$ cat config.mk
export PLATFORM = sky130hd
export DESIGN_NAME = kmr_ctrl
export DESIGN_NICKNAME = d
export VERILOG_FILES = /design/src/rtl/kmr_pkg.sv /design/src/rtl/kmr_ctrl.sv
export SDC_FILE = /design/constraint.sdc
export NUM_CORES = 1
export LEC_CHECK = 0
export BUFFER_PORTS_ARGS = -buffer_cell sky130_fd_sc_hd__buf_2
export CAP_MARGIN = 20
export CORE_MARGIN = 5
export CORE_UTILIZATION = 45
export CTS_CLUSTER_SIZE = 8
export DETAILED_ROUTE_END_ITERATION = 12
export SLEW_MARGIN = 40
export SYNTH_ARGS = -nofsm -noshare
export SYNTH_HDL_FRONTEND = slang
export SYNTH_SLANG_ARGS = --single-unit
$ cat constraint.sdc
create_clock -name clk_i -period 4.7 [get_ports clk_i]
set_input_delay 0.47 -clock clk_i [delete_from_list [all_inputs] [get_ports clk_i]]
set_output_delay 0.47 -clock clk_i [all_outputs]
set_load 0.005 [all_outputs]
$ cat src/rtl/kmr_pkg.sv
// Shared types and sizing constants for the keystroke macro recorder.
// No dependencies; imported by every other module of the block.
package kmr_pkg;

  localparam int NUM_SLOTS   = 16;
  localparam int MACRO_LEN   = 256;

  localparam int SLOT_W      = (NUM_SLOTS > 1) ? $clog2(NUM_SLOTS) : 1;
  localparam int POS_W       = $clog2(MACRO_LEN + 1);
  localparam int STORE_DEPTH = NUM_SLOTS * MACRO_LEN;
  localparam int ADDR_W      = $clog2(STORE_DEPTH);
  localparam int KEY_W       = 16;
  localparam int SLOT_IN_W   = 8;

  typedef enum logic [1:0] {
    OP_FETCH  = 2'd0,
    OP_RECORD = 2'd1,
    OP_STOP   = 2'd2,
    OP_PLAY   = 2'd3
  } op_e;

  typedef enum logic [3:0] {
    ST_NONE          = 4'd0,
    ST_REC_STARTED   = 4'd1,
    ST_REC_COMPLETE  = 4'd2,
    ST_OVR_DECLINED  = 4'd3,
    ST_REC_REF_PLAY  = 4'd4,
    ST_PLAY_REF_REC  = 4'd5,
    ST_PLAY_REF_PLAY = 4'd6,
    ST_ILLEGAL_SLOT  = 4'd7,
    ST_LEN_EXCEEDED  = 4'd8,
    ST_PLAY_STARTED  = 4'd9
  } status_e;

  typedef enum logic {
    CS_IDLE,
    CS_READ
  } ctrl_state_e;

  typedef struct packed {
    logic [KEY_W-1:0] key;
    logic             key_valid;
    logic             used_kbd;
    status_e          status;
    logic             rec;
    logic             play;
  } res_t;

  typedef struct packed {
    logic              we;
    logic              re;
    logic [ADDR_W-1:0] addr;
    logic [KEY_W-1:0]  wdata;
  } store_req_t;

endpackage

$ cat src/rtl/kmr_ctrl.sv
// Command decoder, record/play flags, slot length file and store sequencing.
// Depends on kmr_pkg; drives the kmr_store request and receives its read data.
module kmr_ctrl (
  input  logic                          clk_i,
  input  logic                          rst_ni,
  input  logic                          in_valid_i,
  output logic                          in_stall_o,
  input  logic [1:0]                    opcode_i,
  input  logic [kmr_pkg::SLOT_IN_W-1:0] slot_i,
  input  logic [kmr_pkg::KEY_W-1:0]     keyboard_key_i,
  input  logic                          confirm_overwrite_i,
  input  logic                          out_free_i,
  output kmr_pkg::store_req_t           store_req_o,
  input  logic [kmr_pkg::KEY_W-1:0]     store_rdata_i,
  output logic                          res_valid_o,
  output kmr_pkg::res_t                 res_o
);
  import kmr_pkg::*;

  localparam int IDX_W = ADDR_W + POS_W;

  ctrl_state_e       state_q, state_d;
  logic              rec_q, rec_d;
  logic              play_q, play_d;
  logic [SLOT_W-1:0] cur_q, cur_d;
  logic [POS_W-1:0]  pos_q, pos_d;
  logic [POS_W-1:0]  cur_len_q, cur_len_d;
  logic [POS_W-1:0]  len_q [NUM_SLOTS];

  logic              len_we;
  logic [SLOT_W-1:0] len_waddr;
  logic [POS_W-1:0]  len_wdata;

  logic              accept;
  logic              issue_read;
  op_e               op;
  logic              slot_legal;
  logic [SLOT_W-1:0] slot_idx;
  logic [POS_W-1:0]  slot_len;
  logic [POS_W-1:0]  pos_inc;
  logic [POS_W-1:0]  stop_len;
  logic [IDX_W-1:0]  idx_wide;

  assign op         = op_e'(opcode_i);
  assign slot_legal = {1'b0, slot_i} < (SLOT_IN_W + 1)'(NUM_SLOTS);
  assign slot_idx   = slot_i[SLOT_W-1:0];
  assign slot_len   = slot_legal ? len_q[slot_idx] : '0;
  assign pos_inc    = pos_q + POS_W'(1);
  assign stop_len   = (pos_q != '0) ? pos_q - POS_W'(1) : '0;
  assign idx_wide   = IDX_W'(cur_q) * IDX_W'(MACRO_LEN) + IDX_W'(pos_q);

  assign in_stall_o = !((state_q == CS_IDLE) && out_free_i);
  assign accept     = in_valid_i && !in_stall_o;

  // next state
  always_comb begin
    state_d = state_q;
    unique case (state_q)
      CS_IDLE: if (issue_read) state_d = CS_READ;
      CS_READ: if (out_free_i) state_d = CS_IDLE;
      default: state_d = CS_IDLE;
    endcase
  end

  // datapath and outputs
  always_comb begin
    rec_d      = rec_q;
    play_d     = play_q;
    cur_d      = cur_q;
    pos_d      = pos_q;
    cur_len_d  = cur_len_q;
    len_we     = 1'b0;
    len_waddr  = cur_q;
    len_wdata  = stop_len;
    issue_read = 1'b0;

    store_req_o.we    = 1'b0;
    store_req_o.re    = 1'b0;
    store_req_o.addr  = idx_wide[ADDR_W-1:0];
    store_req_o.wdata = keyboard_key_i;

    res_valid_o     = 1'b0;
    res_o.key       = '0;
    res_o.key_valid = 1'b0;
    res_o.used_kbd  = 1'b0;
    res_o.status    = ST_NONE;

    unique case (state_q)
      CS_IDLE: begin
        if (accept) begin
          unique case (op)
            OP_FETCH: begin
              if (play_q) begin
                // key arrives from the store next cycle
                issue_read     = 1'b1;
                store_req_o.re = 1'b1;
                pos_d          = pos_inc;
                if (pos_inc >= cur_len_q) play_d = 1'b0;
              end else begin
                res_o.key       = keyboard_key_i;
                res_o.key_valid = 1'b1;
                res_o.used_kbd  = 1'b1;
                if (rec_q) begin
                  if (pos_q >= POS_W'(MACRO_LEN)) begin
                    res_o.status = ST_LEN_EXCEEDED;
                    rec_d        = 1'b0;
                    len_we       = 1'b1;
                    len_wdata    = POS_W'(MACRO_LEN);
                  end else begin
                    store_req_o.we = 1'b1;
                    pos_d          = pos_inc;
                  end
                end
              end
            end
            OP_RECORD: begin
              if (rec_q) begin
                rec_d        = 1'b0;
                len_we       = 1'b1;
                res_o.status = ST_REC_COMPLETE;
              end else if (play_q) begin
                res_o.status = ST_REC_REF_PLAY;
              end else if (!slot_legal) begin
                res_o.status = ST_ILLEGAL_SLOT;
              end else if ((slot_len != '0) && !confirm_overwrite_i) begin
                res_o.status = ST_OVR_DECLINED;
              end else begin
                rec_d        = 1'b1;
                pos_d        = '0;
                cur_d        = slot_idx;
                len_we       = 1'b1;
                len_waddr    = slot_idx;
                len_wdata    = '0;
                res_o.status = ST_REC_STARTED;
              end
            end
            OP_STOP: begin
              if (rec_q) begin
                rec_d        = 1'b0;
                len_we       = 1'b1;
                res_o.status = ST_REC_COMPLETE;
              end
            end
            OP_PLAY: begin
              if (rec_q) begin
                res_o.status = ST_PLAY_REF_REC;
              end else if (play_q) begin
                res_o.status = ST_PLAY_REF_PLAY;
              end else if (!slot_legal) begin
                res_o.status = ST_ILLEGAL_SLOT;
              end else if (slot_len != '0) begin
                play_d       = 1'b1;
                cur_d        = slot_idx;
                pos_d        = '0;
                cur_len_d    = slot_len;
                res_o.status = ST_PLAY_STARTED;
              end
            end
            default: ;
          endcase
          res_valid_o = !issue_read;
        end
      end
      CS_READ: begin
        res_valid_o     = out_free_i;
        res_o.key       = store_rdata_i;
        res_o.key_valid = 1'b1;
      end
      default: ;
    endcase

    // flags already hold their post-item values during the read cycle
    res_o.rec  = (state_q == CS_READ) ? rec_q  : rec_d;
    res_o.play = (state_q == CS_READ) ? play_q : play_d;
  end

  always_ff @(posedge clk_i or negedge rst_ni) begin
    if (!rst_ni) begin
      state_q   <= CS_IDLE;
      rec_q     <= 1'b0;
      play_q    <= 1'b0;
      cur_q     <= '0;
      pos_q     <= '0;
      cur_len_q <= '0;
      for (int i = 0; i < NUM_SLOTS; i++) begin
        len_q[i] <= '0;
      end
    end else begin
      state_q   <= state_d;
      rec_q     <= rec_d;
      play_q    <= play_d;
      cur_q     <= cur_d;
      pos_q     <= pos_d;
      cur_len_q <= cur_len_d;
      if (len_we) begin
        len_q[len_waddr] <= len_wdata;
      end
    end
  end

endmodule

==> Yosys cells after proc, flatten, opt, wreduce, memory -nomap -nowiden <==
Cells that the tools add are included.
{ "op_classes": {"reduce_logical": 15, "muxes": 103, "n_addsub": 3, "order_cmp": 6, "bitwise": 5, "eq_ne": 13} }
{ "ops": {"columns": ["op", "n"], "rows": [
  ["2-to-1 mux 9 bit", 25],
  ["bitwise mux 144 bit", 1],
  ["2-to-1 mux 4 bit", 17],
  ["2-to-1 mux 22 bit", 2],
  ["binary-select mux 9 bit (select 4 bit)", 1],
  ["demux 9 bit (select 4 bit)", 1],
  ["2-to-1 mux 1 bit", 36],
  ["one-hot mux 17 bit (2 select lines)", 1],
  ["one-hot mux 9 bit (3 select lines)", 1],
  ["2-to-1 mux 18 bit", 1],
  ["one-hot mux 9 bit (2 select lines)", 1],
  ["nonzero test 9 bit", 2],
  ["inequality test 2 bit (second input constant)", 8],
  ["one-hot mux 4 bit (4 select lines)", 1],
  ["AND reduction 7 bit", 2],
  ["AND reduction 13 bit", 1],
  ["adder 12 x 9 -> 12 bit", 1],
  [">= comparator 5 bit (second input constant)", 2],
  ["2-to-1 mux 2 bit", 5],
  ["NOT 4 -> 5 bit", 2],
  ["adder 9 x 1 -> 9 bit (second input constant)", 1],
  [">= comparator 9 bit", 1],
  [">= comparator 9 bit (second input constant)", 1],
  ["2-to-1 mux 3 bit", 3],
  ["16 further kinds", 28]
]} }
{ "totals": {"register_bits": 169, "output_inout_bits": 56, "word_cells": 167} }

==> Depth between registers and ports, before layout <==
{ "logic_depth": {"ltp_word": 20, "mapped_depth": 15} }

==> Worst setup path before layout <==
OpenSTA, ideal clock, no wires.
{ "synth_path": {"path_kind": "input to register", "startpoint": "input slot_i[0] in the netlist's numbering", "endpoint": "register len_q[18] in the netlist's numbering", "n_path_buf": 5, "stages": 14, "t_arrival_ps": 3825, "setup_time_ps": 125, "path_slack_ps": 750, "required_ps": 4575, "path_cell_list": "buf_6 > buf_6 > buf_6 > mux4_2 > mux4_2 > nor2_1 > nand4_2 > o21bai_4 > and2_4 > buf_6 > mux2i_2 > nand2b_4 > buf_6 > mux2_4"} }
{ "synth_via": {"elab_chain_len": 20} }
{ "synth_lines": {"columns": ["item", "line", "source"], "rows": [
  ["from (decl)", "kmr_ctrl.sv:9", "input logic [kmr_pkg::SLOT_IN_W-1:0] slot_i,"],
  ["NOT 4 -> 5 bit (implied by the code)", "kmr_ctrl.sv:47", "assign slot_len = slot_legal ? len_q[slot_idx] : '0;"],
  ["binary-select mux 9 bit (select 4 bit)", "kmr_ctrl.sv:47", null],
  ["2-to-1 mux 9 bit (implied by the code) (2 in series)", "kmr_ctrl.sv:47", null],
  ["2-to-1 mux 9 bit", "kmr_ctrl.sv:47", null],
  ["nonzero test 9 bit", "kmr_ctrl.sv:125", "end else if ((slot_len != '0) && !confirm_overwrite_i) begin"],
  ["logical AND 1 bit", "kmr_ctrl.sv:125", null],
  ["2-to-1 mux 4 bit", "kmr_ctrl.sv:125", null],
  ["2-to-1 mux 4 bit", "kmr_ctrl.sv:123", "end else if (!slot_legal) begin"],
  ["(+3 left out)", null, null],
  ["2-to-1 mux 4 bit", "kmr_ctrl.sv:90", "if (accept) begin"],
  ["2-to-1 mux 4 bit", "kmr_ctrl.sv:88", "unique case (state_q)"],
  ["NOT 4 -> 5 bit (implied by the code)", "kmr_ctrl.sv:196", "len_q[len_waddr] <= len_wdata;"],
  [">= comparator 5 bit (implied by the code) / < comparator 5 x 1 -> 1 bit (equally long branches)", "kmr_ctrl.sv:196", null],
  ["logical AND 1 bit (implied by the code)", "kmr_ctrl.sv:196", null],
  ["2-to-1 mux 9 bit (implied by the code)", "kmr_ctrl.sv:196", null],
  ["demux 9 bit (select 4 bit)", "kmr_ctrl.sv:196", null],
  ["bitwise mux 144 bit", "kmr_ctrl.sv:196", null],
  ["to (signal, indexed assignment)", "kmr_ctrl.sv:196", null],
  ["to (decl)", "kmr_ctrl.sv:28", "logic [POS_W-1:0] len_q [NUM_SLOTS];"]
]} }
Parallel ways exist; a longest one is shown, timed or not. The select of a mux whose other input is x is not followed.
A chain may end at the register's enable or synchronous reset.

==> results.md <==
- Dividing the synthesized area by the synthesized cell count gives 12.6 um2.
- The end-of-flow core utilization is slightly above 50%.
- The post-detailed-placement cell area is between 9000 and 10000 um2.
- The worst setup path is captured at an output pin.
- The total leakage power is 0.00519 uW.
- Excluding fillers, the count of instances in the completed layout stands at 1088.
- The type of origin of the critical path is an input pin.
- The clock edge transition at the registers on the reported setup and hold paths is roughly 0.070 ns.
- Adding up every negative setup slack in the final design gives 0 ns.
- For the worst setup path, the data arrival time is ~3.4 ns.
- In this run the number of H-tree levels came out at 4.
- The via-per-instance ratio is 5.67.
- Leaving out fill and tap cells, the most frequent cell in the layout is sky130_fd_sc_hd__dfrtp_1.
- The number of antenna diodes in the final layout is 0.
- The via count of the first global-routing pass came to between 6000 and 7000.
- The total of warnings raised by yosys is 0.
- After legalization and detailed placement, the total HPWL measured roughly 16000 um.
- The flow ran to the end, and the final reports show no timing, DRC or antenna violations.
- The post-synth design cell area is 9290 um2.
- The number of clock sinks is 169.
- The wire length per cell is 21.6 um.
- The required time at the endpoint of the critical path is 4.23 ns.
- The type of the worst setup path is in2out.
- The post-route netlist has between 30% and 40% of its cells at a drive strength greater than 1.
- The transition at the pin with the smallest max-transition slack is between 0.7 and 0.8 ns.
- The power per standard cell area is 399 nW/um2.
- In this run the tightest slew margin relative to its limit is 50.3%.
- The maximum clock frequency is 256 MHz.
- The overall track demand over capacity in global routing is 20.2%.
- The library cell used as clock root buffer is sky130_fd_sc_hd__clkbuf_16.
- The final layout contains 871 nets.
- VDD sags by at most 0.000267 V.
- The final layout contains routed wiring with a total length of 23500 um.
- Setup repair after global routing left no endpoint under its margin.
- The max-slew violation count is 0.
- The dominant register cell in the synthesized netlist is sky130_fd_sc_hd__dfrtp_1.
- The total number of vias is 6164.
- The initial antenna violation count was 0.
- The pin count of the biggest net entering global routing is 105.
- Between clock sinks in the finished design, the worst skew comes to 0.0150 ns.
- From bottom edge to top edge, the die measures 154 um.
- Setup violations remaining at the end of the flow were counted as 0.
- The design draws 4220 uW.
- In the layout the commonest cells are sky130_fd_sc_hd__dfrtp_1 (169), sky130_fd_sc_hd__buf_2 (100), sky130_fd_sc_hd__mux2_2 (92).
- In this run, synthesis inferred 0 flip-flops with an integrated enable.
- The sequential-to-total area share from yosys stat is a little under half.
- The number of gates resized after CTS was 0.
- After layout, the worst path uses 83.2% of the clock period.
- For the worst flop-to-flop path, the logic depth is 8.
- The area of all placed cells without fillers is 10600 um2.
- The source-to-sink clock delay at the later pin of the worst-skew pair is approximately 0.43 ns.
- The congestion estimate from routability-driven global placement came to roughly 0.89.
- The share of synthesized flip-flops with an asynchronous set or reset is 100%.
- Synthesis produced 737 cells.
- The area of the die is 23600 um2.
- The number of endpoints with negative hold slack in the final report is 0.
- The starting utilization of the core area is 45.8%.
- After detailed routing, the number of remaining DRC violations is 0.
- The synthesized design contains 169 register bits.
- The number of clock buffers added by TritonCTS is 17.
- The die width is between 150 and 200 um.
- When the netlist entered floorplanning its net count stood at 801.
- Relative to the synthesized area, the layout overhead comes to 13.5%.
- Pin placement for this block handled 103 I/O pins.
- The antenna violation net count after detailed routing is 0.
- The worst hold path passes through 2 cells.
- The remaining global-route overflow is 0.
- The number of placed instances, taps included, is around 1100.
- Counting I/O delays and the setup requirement, the final critical path takes 3.91 ns.
- The largest fanout on the critical path is 41.
- The maximum buffer depth of the clock tree is 2.
- The number of different library cells used by synthesis comes to 65.
- The reported max-cap violation count is 0.
- The floorplan has 52 rows.
- The total area inside the core boundary comes to 20300 um2.
- Once the clock tree was built, the setup fixing pass inserted 0 buffers.
- TritonCTS built the clock tree.
- The pre-antenna-repair detailed-routing pass consisted of 4 iterations.
- Counting the fill cells in the layout gives 1766.
- For this block, the initial DRC count from the detailed router was 500.
- The first global-routing pass estimated roughly 38000 um of wire.
- Input and output buffers added on the ports amount to slightly above 100.
- The kind of path behind the tightest hold check is in2reg.
- The post-cts hold buffer count is 0.
[cells in the mapped netlist, drive strengths merged (13+ instances only)]
cell / instances / area share (%)
clkbuf: 31 / 1.3
buf: 42 / 3.4
nor2: 27 / 1.6
nand2: 45 / 1.9
nand3: 16 / 0.86
o21ai: 20 / 1.1
inv: 25 / 1.0
nor3: 13 / 0.70
ha: 17 / 2.3
a22o: 20 / 1.9
mux4: 39 / 9.5
dfrtp: 169 / 46
a21oi: 16 / 1.1
mux2: 149 / 18
[sequential cells by signal (all words and copies together) (netlist names)]
name       count
cur_len_q      9
cur_q          4
len_q        144
play_q         1
pos_q          9
rec_q          1
state_q        1
[final cells by class]
| class | instances | area, um2 | share of cell area, % |
|---|---|---|---|
| sequential | 169 | 4230 | 40.1 |
| tap | 270 | 338 | 3.20 |
| multi-input combinational | 470 | 4550 | 43.1 |
| inverter | 25 | 93.8 | 0.889 |
| clock inverter | 11 | 163 | 1.54 |
| timing repair buffer | 124 | 723 | 6.85 |
| clock buffer | 19 | 453 | 4.29 |
[where the power goes]
part / switching, uW / internal [uW] / total (uW)
sequential: 96.8 / 1510 / 1610
combinational: 760 / 367 / 1130
clock: 610 / 871 / 1480
total: 1470 / 2750 / 4220
[cell families after synthesis]
kind of cell    share of synthesized area (%)
mux                                      29.0
buf+inv                                  5.71
compound gates                           7.49
fa+ha+maj                                2.29
xor+xnor                                 1.32
simple gates                             8.71
flops                                    45.5
[path summary, 6_finish.rpt]
path,startpoint,endpoint,slack (ns)
max,slot_i[0],res_o[1],0.79
min,out_free_i,state_q$_DFF_PN0_,0.28
max reg2reg,len_q[143]$_DFFE_PN0P_,len_q[101]$_DFFE_PN0P_,1.03
min reg2reg,cur_len_q[8]$_DFFE_PN0P_,cur_len_q[8]$_DFFE_PN0P_,0.49
max in group asynchronous,rst_ni,len_q[85]$_DFFE_PN0P_,2.94
min in group asynchronous,rst_ni,pos_q[0]$_DFFE_PN0P_,0.51
[stage by stage]
stage | hold WS (ns) | setup slack, ns
2_1_floorplan | 0.174 | 0.750
3_3_place_gp | 0.464 | 0.401
3_5_place_dp | 0.472 | 0.439
4_1_cts | 0.114 | 0.783
5_1_grt | 0.277 | 0.520
6_report | 0.279 | 0.792
[metal layers]
layer	GRT usage, %	wire [um]	vias up
met2	32.6	11400	150
met1	27.9	10700	3172
met4	6.06	475	0
li1	-	-	2813
met5	0	0	-
met3	3.82	917	29
[critical path, stage by stage]
cell and delay, ns:
sky130_fd_sc_hd__buf_2 0.10, sky130_fd_sc_hd__buf_12 0.30, sky130_fd_sc_hd__mux4_2 0.57, sky130_fd_sc_hd__mux4_2 0.49, sky130_fd_sc_hd__or3_1 0.48, sky130_fd_sc_hd__or2_1 0.33
sky130_fd_sc_hd__nor2b_1 0.18, sky130_fd_sc_hd__o21ai_0 0.31, sky130_fd_sc_hd__buf_2 0.18
Power figures use the tool's default switching activity.
